[src/hw/rtl/mdhw_pkg.sv]
package mdhw_pkg;

  localparam int DEVICES   = 8;
  localparam int DEV_IDX_W = (DEVICES > 1) ? $clog2(DEVICES) : 1;
  localparam int CNT_W     = $clog2(DEVICES + 1);
  localparam int MASK_W    = 8;

  localparam int TIME_W       = 32;
  localparam int CFG_IDX_W    = 2;
  localparam int CFG_DATA_W   = 16;
  localparam int TIMEOUT_W    = 16;
  localparam int SPECIAL_W    = 3;
  localparam int MARGIN_W     = 16;

  localparam logic [TIMEOUT_W-1:0] TIMEOUT_RST = 16'd1000;
  localparam logic [SPECIAL_W-1:0] SPECIAL_RST = 3'd0;
  localparam logic [MARGIN_W-1:0]  MARGIN_RST  = 16'd500;

  localparam logic [CFG_IDX_W-1:0] REG_TIMEOUT = 2'd0;
  localparam logic [CFG_IDX_W-1:0] REG_SPECIAL = 2'd1;
  localparam logic [CFG_IDX_W-1:0] REG_MARGIN  = 2'd2;

  localparam logic CMD_ALIVE = 1'b0;
  localparam logic CMD_TICK  = 1'b1;

  typedef struct packed {
    logic              cmd;
    logic [2:0]        device_index;
    logic [TIME_W-1:0] time_value;
  } in_item_t;

  typedef struct packed {
    logic [MASK_W-1:0] connected_mask;
    logic [3:0]        connected_count;
    logic              crutch_lost;
    logic              all_lost;
    logic [MASK_W-1:0] future_mask;
    logic              no_device_seen;
  } out_item_t;

  // Result of checking one stored stamp against the current time.
  typedef struct packed {
    logic expired;
    logic future;
  } cmp_res_t;

endpackage

[src/hw/rtl/multi_device_heartbeat_watchdog.sv]
// Heartbeat watchdog for up to DEVICES devices. An alive transaction stores the
// device's stamp. A tick transaction walks the device table one entry per cycle
// through a single add-and-compare unit and then writes its result; a tick
// before any heartbeat answers with no_device_seen without a walk. The result
// sits in an output register; the next transaction is taken once that register
// is empty or being drained.
// Configuration writes go straight into their registers.
module multi_device_heartbeat_watchdog (
  input  logic                              clk,
  input  logic                              rst_n,
  input  logic                              in_valid,
  output logic                              in_ready,
  input  mdhw_pkg::in_item_t                in_data,
  output logic                              out_valid,
  input  logic                              out_ready,
  output mdhw_pkg::out_item_t               out_data,
  input  logic                              cfg_we,
  input  logic [mdhw_pkg::CFG_IDX_W-1:0]    cfg_idx,
  input  logic [mdhw_pkg::CFG_DATA_W-1:0]   cfg_wdata
);
  import mdhw_pkg::*;

  typedef enum logic {S_IDLE, S_WALK} state_t;

  state_t                state_r, state_nxt;
  logic [TIMEOUT_W-1:0]  timeout_r;
  logic [SPECIAL_W-1:0]  special_r;
  logic [MARGIN_W-1:0]   margin_r;
  logic [TIME_W-1:0]     stamp_r [DEVICES];
  logic [DEVICES-1:0]    seen_r, seen_nxt;
  logic [DEVICES-1:0]    conn_r, conn_nxt;
  logic [TIME_W-1:0]     now_r, now_nxt;
  logic [DEV_IDX_W-1:0]  idx_r, idx_nxt;
  logic [CNT_W-1:0]      remain_r, remain_nxt;
  logic                  had_r, had_nxt;
  logic                  crutch_r, crutch_nxt;
  logic [MASK_W-1:0]     future_r, future_nxt;
  logic                  out_valid_r, out_valid_nxt;
  out_item_t             out_r, out_nxt;

  logic                  in_fire;
  logic                  stamp_we;
  cmp_res_t              cmp;
  logic [CNT_W-1:0]      conn_cnt;
  logic [CNT_W-1:0]      remain_dec;
  logic                  idx_last;
  logic [MASK_W-1:0]     conn_mask;

  assign in_ready  = (state_r == S_IDLE) && (!out_valid_r || out_ready);
  assign in_fire   = in_valid && in_ready;
  assign out_valid = out_valid_r;
  assign out_data  = out_r;
  assign stamp_we  = in_fire && (in_data.cmd == CMD_ALIVE) &&
                     (32'(in_data.device_index) < DEVICES);
  assign idx_last  = (32'(idx_r) == DEVICES - 1);
  assign remain_dec = remain_r - CNT_W'(1);

  mdhw_cmp_unit u_cmp (
    .stamp            (stamp_r[idx_r]),
    .now              (now_r),
    .timeout_ms       (timeout_r),
    .future_margin_ms (margin_r),
    .res              (cmp)
  );

  always_comb begin
    conn_cnt = '0;
    for (int k = 0; k < DEVICES; k++) begin
      conn_cnt = conn_cnt + CNT_W'(conn_r[k]);
    end
  end

  always_comb begin
    state_nxt     = state_r;
    seen_nxt      = seen_r;
    conn_nxt      = conn_r;
    now_nxt       = now_r;
    idx_nxt       = idx_r;
    remain_nxt    = remain_r;
    had_nxt       = had_r;
    crutch_nxt    = crutch_r;
    future_nxt    = future_r;
    out_valid_nxt = out_valid_r && !out_ready;
    out_nxt       = out_r;
    conn_mask     = '0;

    case (state_r)
      S_IDLE: begin
        if (in_fire) begin
          if (in_data.cmd == CMD_ALIVE) begin
            if (stamp_we) begin
              seen_nxt[DEV_IDX_W'(in_data.device_index)] = 1'b1;
            end
          end else if (seen_r == '0) begin
            out_nxt                = '0;
            out_nxt.no_device_seen = 1'b1;
            out_valid_nxt          = 1'b1;
          end else begin
            now_nxt    = in_data.time_value;
            idx_nxt    = '0;
            remain_nxt = conn_cnt;
            had_nxt    = (conn_cnt != '0);
            crutch_nxt = 1'b0;
            future_nxt = '0;
            state_nxt  = S_WALK;
          end
        end
      end
      S_WALK: begin
        if (seen_r[idx_r]) begin
          if (conn_r[idx_r] && cmp.expired) begin
            conn_nxt[idx_r] = 1'b0;
            remain_nxt      = remain_dec;
            if ((32'(idx_r) == 32'(special_r)) && (remain_dec != '0)) begin
              crutch_nxt = 1'b1;
            end
          end else if (!conn_r[idx_r] && !cmp.expired) begin
            conn_nxt[idx_r] = 1'b1;
            remain_nxt      = remain_r + CNT_W'(1);
          end
          for (int k = 0; k < MASK_W; k++) begin
            if (cmp.future && (32'(idx_r) == k)) begin
              future_nxt[k] = 1'b1;
            end
          end
        end
        if (idx_last) begin
          for (int k = 0; k < MASK_W; k++) begin
            if (k < DEVICES) begin
              conn_mask[k] = conn_nxt[k % DEVICES];
            end
          end
          out_nxt.connected_mask  = conn_mask;
          out_nxt.connected_count = 4'(remain_nxt);
          out_nxt.crutch_lost     = crutch_nxt;
          out_nxt.all_lost        = had_r && (remain_nxt == '0);
          out_nxt.future_mask     = future_nxt;
          out_nxt.no_device_seen  = 1'b0;
          out_valid_nxt           = 1'b1;
          state_nxt               = S_IDLE;
        end else begin
          idx_nxt = idx_r + DEV_IDX_W'(1);
        end
      end
      default: begin
        state_nxt = S_IDLE;
      end
    endcase
  end

  always_ff @(posedge clk) begin
    if (!rst_n) begin
      state_r     <= S_IDLE;
      timeout_r   <= TIMEOUT_RST;
      special_r   <= SPECIAL_RST;
      margin_r    <= MARGIN_RST;
      seen_r      <= '0;
      conn_r      <= '0;
      idx_r       <= '0;
      remain_r    <= '0;
      had_r       <= 1'b0;
      crutch_r    <= 1'b0;
      future_r    <= '0;
      out_valid_r <= 1'b0;
    end else begin
      state_r     <= state_nxt;
      seen_r      <= seen_nxt;
      conn_r      <= conn_nxt;
      idx_r       <= idx_nxt;
      remain_r    <= remain_nxt;
      had_r       <= had_nxt;
      crutch_r    <= crutch_nxt;
      future_r    <= future_nxt;
      out_valid_r <= out_valid_nxt;
      if (cfg_we) begin
        case (cfg_idx)
          REG_TIMEOUT: timeout_r <= TIMEOUT_W'(cfg_wdata);
          REG_SPECIAL: special_r <= SPECIAL_W'(cfg_wdata);
          REG_MARGIN:  margin_r  <= MARGIN_W'(cfg_wdata);
          default: begin
            // drop writes to unused indexes
          end
        endcase
      end
    end
  end

  // payload registers, no reset
  always_ff @(posedge clk) begin
    now_r <= now_nxt;
    out_r <= out_nxt;
    if (stamp_we) begin
      stamp_r[DEV_IDX_W'(in_data.device_index)] <= in_data.time_value;
    end
  end

endmodule

[src/hw/rtl/mdhw_cmp_unit.sv]
module mdhw_cmp_unit (
  input  logic [mdhw_pkg::TIME_W-1:0]    stamp,
  input  logic [mdhw_pkg::TIME_W-1:0]    now,
  input  logic [mdhw_pkg::TIMEOUT_W-1:0] timeout_ms,
  input  logic [mdhw_pkg::MARGIN_W-1:0]  future_margin_ms,
  output mdhw_pkg::cmp_res_t             res
);
  import mdhw_pkg::*;

  logic [TIME_W:0] deadline;
  logic [TIME_W:0] horizon;

  // 33-bit sums never wrap
  assign deadline = {1'b0, stamp} + (TIME_W + 1)'(timeout_ms);
  assign horizon  = {1'b0, now} + (TIME_W + 1)'(future_margin_ms);

  assign res.expired = {1'b0, now} > deadline;
  assign res.future  = horizon < {1'b0, stamp};

endmodule

[config.mk]
export PLATFORM = sky130hd
export DESIGN_NAME = multi_device_heartbeat_watchdog
export DESIGN_NICKNAME = d
export VERILOG_FILES = /design/src/hw/rtl/mdhw_pkg.sv /design/src/hw/rtl/multi_device_heartbeat_watchdog.sv /design/src/hw/rtl/mdhw_cmp_unit.sv
export SDC_FILE = /design/constraint.sdc
export NUM_CORES = 1
export LEC_CHECK = 0
export ABC_AREA = 1
export BUFFER_PORTS_ARGS = -buffer_cell sky130_fd_sc_hd__clkbuf_2
export CAP_MARGIN = 40
export CELL_PAD_IN_SITES_DETAIL_PLACEMENT = 0
export CELL_PAD_IN_SITES_GLOBAL_PLACEMENT = 1
export CORE_ASPECT_RATIO = 1.25
export CORE_MARGIN = 8
export CORE_UTILIZATION = 44
export DETAILED_ROUTE_END_ITERATION = 10
export GPL_TIMING_DRIVEN = 0
export PLACE_DENSITY_LB_ADDON = 0.1
export SYNTH_ARGS = -nofsm -noshare
export SYNTH_HDL_FRONTEND = slang
export SYNTH_HIERARCHICAL = 1
export SYNTH_SLANG_ARGS = --single-unit
[constraint.sdc]
create_clock -name clk -period 4.3 [get_ports clk]
set_input_delay 0.215 -clock clk [delete_from_list [all_inputs] [get_ports clk]]
set_output_delay 0.215 -clock clk [all_outputs]
set_load 0.005 [all_outputs]
# After elaboration in Yosys (flattened, before gate mapping)
# Memory sizes are Yosys's and may differ from the RTL's. A register that Yosys moved wholly into a read port is not among the register bits.
# Cells that the tools add are included.
# op_classes
addsub,12
order_cmp,6
n_eq_ne,16
n_mux,63
bitwise,7
n_reduce_logical,37
# ops
operator,count
23-bit 2-to-1 mux,4
32-bit by 16-bit adder with 33-bit output,2
8-bit 2-to-1 mux,7
23-bit one-hot mux with 2 select lines,1
32-bit by 33-bit greater-than comparator with 1-bit output,1
33-bit by 32-bit less-than comparator with 1-bit output,1
1-bit 2-to-1 mux,28
4-bit 2-to-1 mux,7
1-bit logical AND,18
3-bit 2-to-1 mux,6
4-bit by 1-bit adder with 4-bit output,4
8-bit bitwise OR,2
8-bit one-hot mux with 2 select lines,1
4-bit AND reduction,4
3-bit equality test (second input constant),4
8-bit bitwise AND,1
8-bit logical NOT,1
3-bit by 4-bit less-than comparator with 1-bit output (second input constant),2
2-bit != test (second input constant),4
8-bit NOT,1
4-bit one-hot mux with 2 select lines,1
4-bit nonzero test,2
1-bit binary-select mux with 3-bit select,2
1-bit demux with 3-bit select,2
23 further kinds,35
# totals
regBits,125
ramBits,256
inputBits,59
out_inout_bits,25
word_cells,161
n_memories,1
# mem_list
name,depth,word_bits,read_ports,rd_clocked_by_memory_dff,wr,line,source
stamp_r,8,32,1,1,1,multi_device_heartbeat_watchdog.sv:29,logic [TIME_W-1:0] stamp_r [DEVICES];

# Logic depth before layout (Yosys ltp)
# depth
depth_word,12
mapped_depth,38
depth_no_buf,36

# By module
# The synthesis kept the hierarchy.
# modules_own_cells
mod,n_inst,cells_each,area_per_inst_um2,seq_area_each_um2
multi_device_heartbeat_watchdog,1,1356,15313.4,10800.4
mdhw_cmp_unit,1,679,4112.7,0.0

# Worst setup path after synthesis
# OpenSTA, ideal clock, no wires.
# synth_timing
path_kind,flip-flop to flip-flop
start,register (tool-made name)
end,"register out_r, in the netlist out_data[9] (data pin)"
setup_time_ps,251
arrival_ps,4344
required_ps,4049
path_slack_ps,-294
stages_incl_launch_ff,38
path_buffers,3
period_less_slack_ps,4594
cell_sequence,dfxtp_1 -> inv_1 -> buf_2 -> buf_2 -> clkbuf_1 -> nor2_1 -> o22ai_1 -> nor2_1 -> a31oi_1 -> ha_1 -> nand2_1 -> inv_1 -> nand2_1 -> nand2_1 -> a21oi_1 -> nand2_4 -> nor3b_4 -> xor2_1 -> (+2 left out) -> nor2_1 -> nand4_1 -> nor2_1 -> nand2_1 -> nand2_1 -> nor2_1 -> nor2_1 -> nor2_1 -> nor2_1 -> inv_1 -> nand2_2 -> nand2_2 -> nand2_2 -> nand2_1 -> nand2_2 -> nor2_2 -> nand2_1 -> nor2_1
# synth_rtl
item,line,source
"end signal, assigned",multi_device_heartbeat_watchdog.sv:191,out_r <= out_nxt;
"end, declared",multi_device_heartbeat_watchdog.sv:39,"out_item_t out_r, out_nxt;"

==> summary.md <==
| Metric | Value |
|---|---|
| Number of nets at the end of the flow | `~2,400` |
| Antenna violation net count after detailed routing | `0` |
| Area grow syn2layout | `26.4%` |
| Final Non-Filler Cells | `2,871` |
| Via count normalized by instance count | `5.30` |
| Slew HR | `0.439` |
| Cell family with most CP delay | `simple AND/OR/NAND/NOR gates` |
| Final setup violation count | `27` |
| Number of buffers created by CTS | `~40` |
| Fillers | `3,816` |
| Clock tree from TritonCTS | `done` |
| Switching part of the total | `0.252` |
| Highest fanout seen on the critical path | `6` |
| Startpoint class of the critical path | `flop` |
| Total global-route track usage | `0.221` |
| Wire length per cell after detailed routing | `between 20 and 25 um` |
| Total global routing overflow | `0` |
| Wire length of the first global-routing pass | `slightly below 90,000 um` |
| Commonest cells after routing, fill and taps aside | `330 x sky130_fd_sc_hd__nor2_1, 311 x sky130_fd_sc_hd__edfxtp_1, 251 x sky130_fd_sc_hd__nand2_1` |
| Effective utilization at floorplan | `0.444` |
| Mapped Nets | `2,207` |
| Iteration count of the initial detailed-routing pass | `7` |
| Category of the worst setup path capture point | `flop` |
| Met3 wire length | `2430 um` |
| Most common cell after layout, fill and taps aside | `sky130_fd_sc_hd__nor2_1` |
| Routed length on met2 | `between 20,000 and 30,000 um` |
| Outcome | `finished with violations` |
| Synthesized area divided by synthesized cell count | `about 9.5 um^2` |
| Slew at the pin closest to its max-slew limit | `838 ps` |
| Final hold vios | `0` |
| Cell count after synthesis | `slightly above 2,000` |
| Flops & latches, synth | `approximately 380` |
| Dominant synthesized flop cell | `sky130_fd_sc_hd__edfxtp_1` |
| Antenna violations before repair | `0` |
| Highest layer used for signal routing | `met4` |
| Later-pin clock latency in the skew report | `570 ps` |
| Overall die area | `51,200 um^2` |
| Critical path start-end classification | `flop to flop` |
| Failing checks | `setup timing` |
| Met1 WL | `roughly 24,000 um` |
| Clock Tree Root | `sky130_fd_sc_hd__clkbuf_16` |
| Critical-path top delay cell | `sky130_fd_sc_hd__dfxtp_4` |
| Die X-Extent | `a little over 200 um` |
| Total number of H-tree levels | `2` |
| Fraction of the yosys area taken by sequential cells | `0.556` |
| Highest Clock Rate | `between 200 and 250 MHz` |
| Crit-path max cell delay | `between 400 and 500 ps` |
| Psw | `between 2 and 2.5 mW` |
| Share of layout cells above drive strength 1 | `0.227` |
| Number of max-cap violations | `0` |
| Data required time of the worst path | `4620 ps` |
| Setup TNS Final | `-13,620 ps` |
| Total of buffers placed on input and output ports | `82` |
| Core Region | `approximately 44,000 um^2` |
| Vias in the first global route | `15,200` |
| Count of clock tree sinks | `384` |
| Total instance count after detailed placement | `2,700` |
| Class of the most critical hold timing path | `input port to flop` |
| Count of final max-slew check failures | `0` |
| Arrival time at the worst endpoint | `around 5200 ps` |
| Synth warn | `6` |
| Pin count of the biggest net entering global routing | `23` |
| Total power density per cell area | `355 nW/um^2` |
| DRC violations left | `0` |
| Detailed Route WL | `about 58,000 um` |
| Async SR Flop Fraction | `0` |
| Summed instance area of the synthesized netlist | `between 15,000 and 20,000 um^2` |
| Part of the power in registers | `0.474` |
| Clock input transition at the sequential cells of the worst setup and hold paths | `60 ps` |
| Placed wire-length estimate after detailed placement | `41,800 um` |
| Internal power of the cells | `~6.5 mW` |
| Routed vias | `15,200` |
| Routability-driven placement congestion ratio | `0.901` |
| Placement row count | `86` |
| Minimum setup slack in the final design | `-573 ps` |
| Vert. Die Dim | `251 um` |
| Worst Skew | `~21 ps` |
| Final period utilization | `1.13` |
| I/O Pins | `84` |
| IR Drop Worst-Case VDD | `0.386 mV` |
| Crit path time final | `slightly below 5000 ps` |
| Post-synth EDFFs | `between 300 and 400` |
| Fraction of power consumed by the clock network | `0.402` |
| Antenna diodes | `0` |
| Netlist cell types | `53` |
| Total buffers and inverters traversed by the critical path | `8` |
| Violation count after the first detailed-route iteration | `roughly 1,000` |
| Maximum buffer depth of the clock tree | `3` |
| Pleak | `9.72 nW` |
| Setup repair after global routing missed its margin | `yes` |
| Comb power frac | `0.124` |
-- kinds of logic after synthesis --
kind of cell / after synthesis / share of synthesized area
DFF: 384 / 0.556
and+or+nand+nor: 823 / 0.179
xor gates and xnor gates: 60 / 0.0271
buffers and inverters: 270 / 0.0556
AOI/OAI and AO/OA: 385 / 0.107
adders and majority gates: 113 / 0.0751
-- synthesized netlist by cell type, types with 4 or more instances --
master	number	area, um^2
sky130_fd_sc_hd__nand3_2	4	40.0
sky130_fd_sc_hd__nand2_2	23	144
sky130_fd_sc_hd__xnor2_1	21	184
sky130_fd_sc_hd__a21oi_1	104	521
sky130_fd_sc_hd__o21ai_1	15	75.1
sky130_fd_sc_hd__o22ai_1	36	225
sky130_fd_sc_hd__xor2_1	39	342
sky130_fd_sc_hd__nor2_1	371	1390
sky130_fd_sc_hd__buf_2	6	30.0
sky130_fd_sc_hd__edfxtp_1	311	9340
sky130_fd_sc_hd__clkbuf_1	49	184
sky130_fd_sc_hd__nor3_1	26	130
sky130_fd_sc_hd__dfxtp_1	73	1460
sky130_fd_sc_hd__nand4_1	15	93.8
sky130_fd_sc_hd__nand2_1	287	1080
sky130_fd_sc_hd__fa_1	6	120
sky130_fd_sc_hd__ha_1	107	1340
sky130_fd_sc_hd__nor2_2	5	31.3
sky130_fd_sc_hd__o21ai_0	176	881
sky130_fd_sc_hd__nor4_1	5	31.3
sky130_fd_sc_hd__a31oi_1	33	206
sky130_fd_sc_hd__nand3_1	68	340
sky130_fd_sc_hd__inv_1	196	736
sky130_fd_sc_hd__buf_6	4	45.0
sky130_fd_sc_hd__a21o_1	5	37.5
sky130_fd_sc_hd__buf_1	6	22.5
-- power groups by stage --
stage	Combinational, mW	Sequential [mW]	Clock, mW
2_1_floorplan	0.536	4.19	0
3_3_place_gp	0.813	4.21	0
3_5_place_dp	0.845	4.21	0
4_1_cts	1.00	4.13	3.57
5_1_grt	1.19	4.14	3.70
6_report	1.08	4.14	3.51
-- final timing paths --
path                                                    to  slack, ps  cells after the start                startpoint
worst max-delay path            out_data[15]$_SDFFCE_PN0P_       -570                     36                      flop
worst min-delay path               stamp_r[2][7]$_DFFE_PP_         20                      1                in_data[7]
worst max register to register  out_data[15]$_SDFFCE_PN0P_       -570                     36                      flop
worst min register to register    future_r[3]$_SDFFE_PN0P_        460                      2  future_r[3]$_SDFFE_PN0P_
-- registers in the layout, summed over array words and instances (netlist names), 3 cells and up, named ones only --
register   count
stamp_r      256
now_r         32
out_data      23
margin_r      16
timeout_r     16
conn_r         8
future_r       8
seen_r         8
remain_r       4
idx_r          3
special_r      3
-- timing repair --
item                       CTS  global route
setup buffers               33            17
gates resized for setup    226           167
hold endpoints to repair   243             0
cloned                       3             1
pin swaps                   38            72
setup endpoints to repair   43            43
hold buffers                41             0
-- metrics by stage --
step	total power [mW]	cell area (um^2)	util	setup WS (ps)	hold slack, ps
final	8.72	24600	0.561	-573	20.1
after CTS	8.70	23800	0.543	-525	1.68
after detailed placement	5.06	20900	0.477	-2210	452
after global routing	9.02	24600	0.561	-776	19.9
after global placement	5.03	20600	0.470	-2220	449
after floorplan	4.73	19500	-	5.94	314
-- cell type report --
cell class	count	area, um^2	area share
clock inverter	20	175	0.00713
buffer	68	619	0.0252
sequential	384	10800	0.440
multi-input combinational	1382	8800	0.358
clock buffer	56	1150	0.0470
timing repair buffer	187	1500	0.0612
inverter	202	778	0.0317
tap	572	716	0.0292
-- routing by layer --
| metal | vias up | global-route usage |
|---|---|---|
| met1 | 7341 | 0.277 |
| li1 | 7419 | - |
| met3 | 81 | 0.0281 |
| met2 | 367 | 0.393 |
| met5 | - | 0 |
| met4 | 0 | 0.0626 |
(Power assumes the default switching activity.)
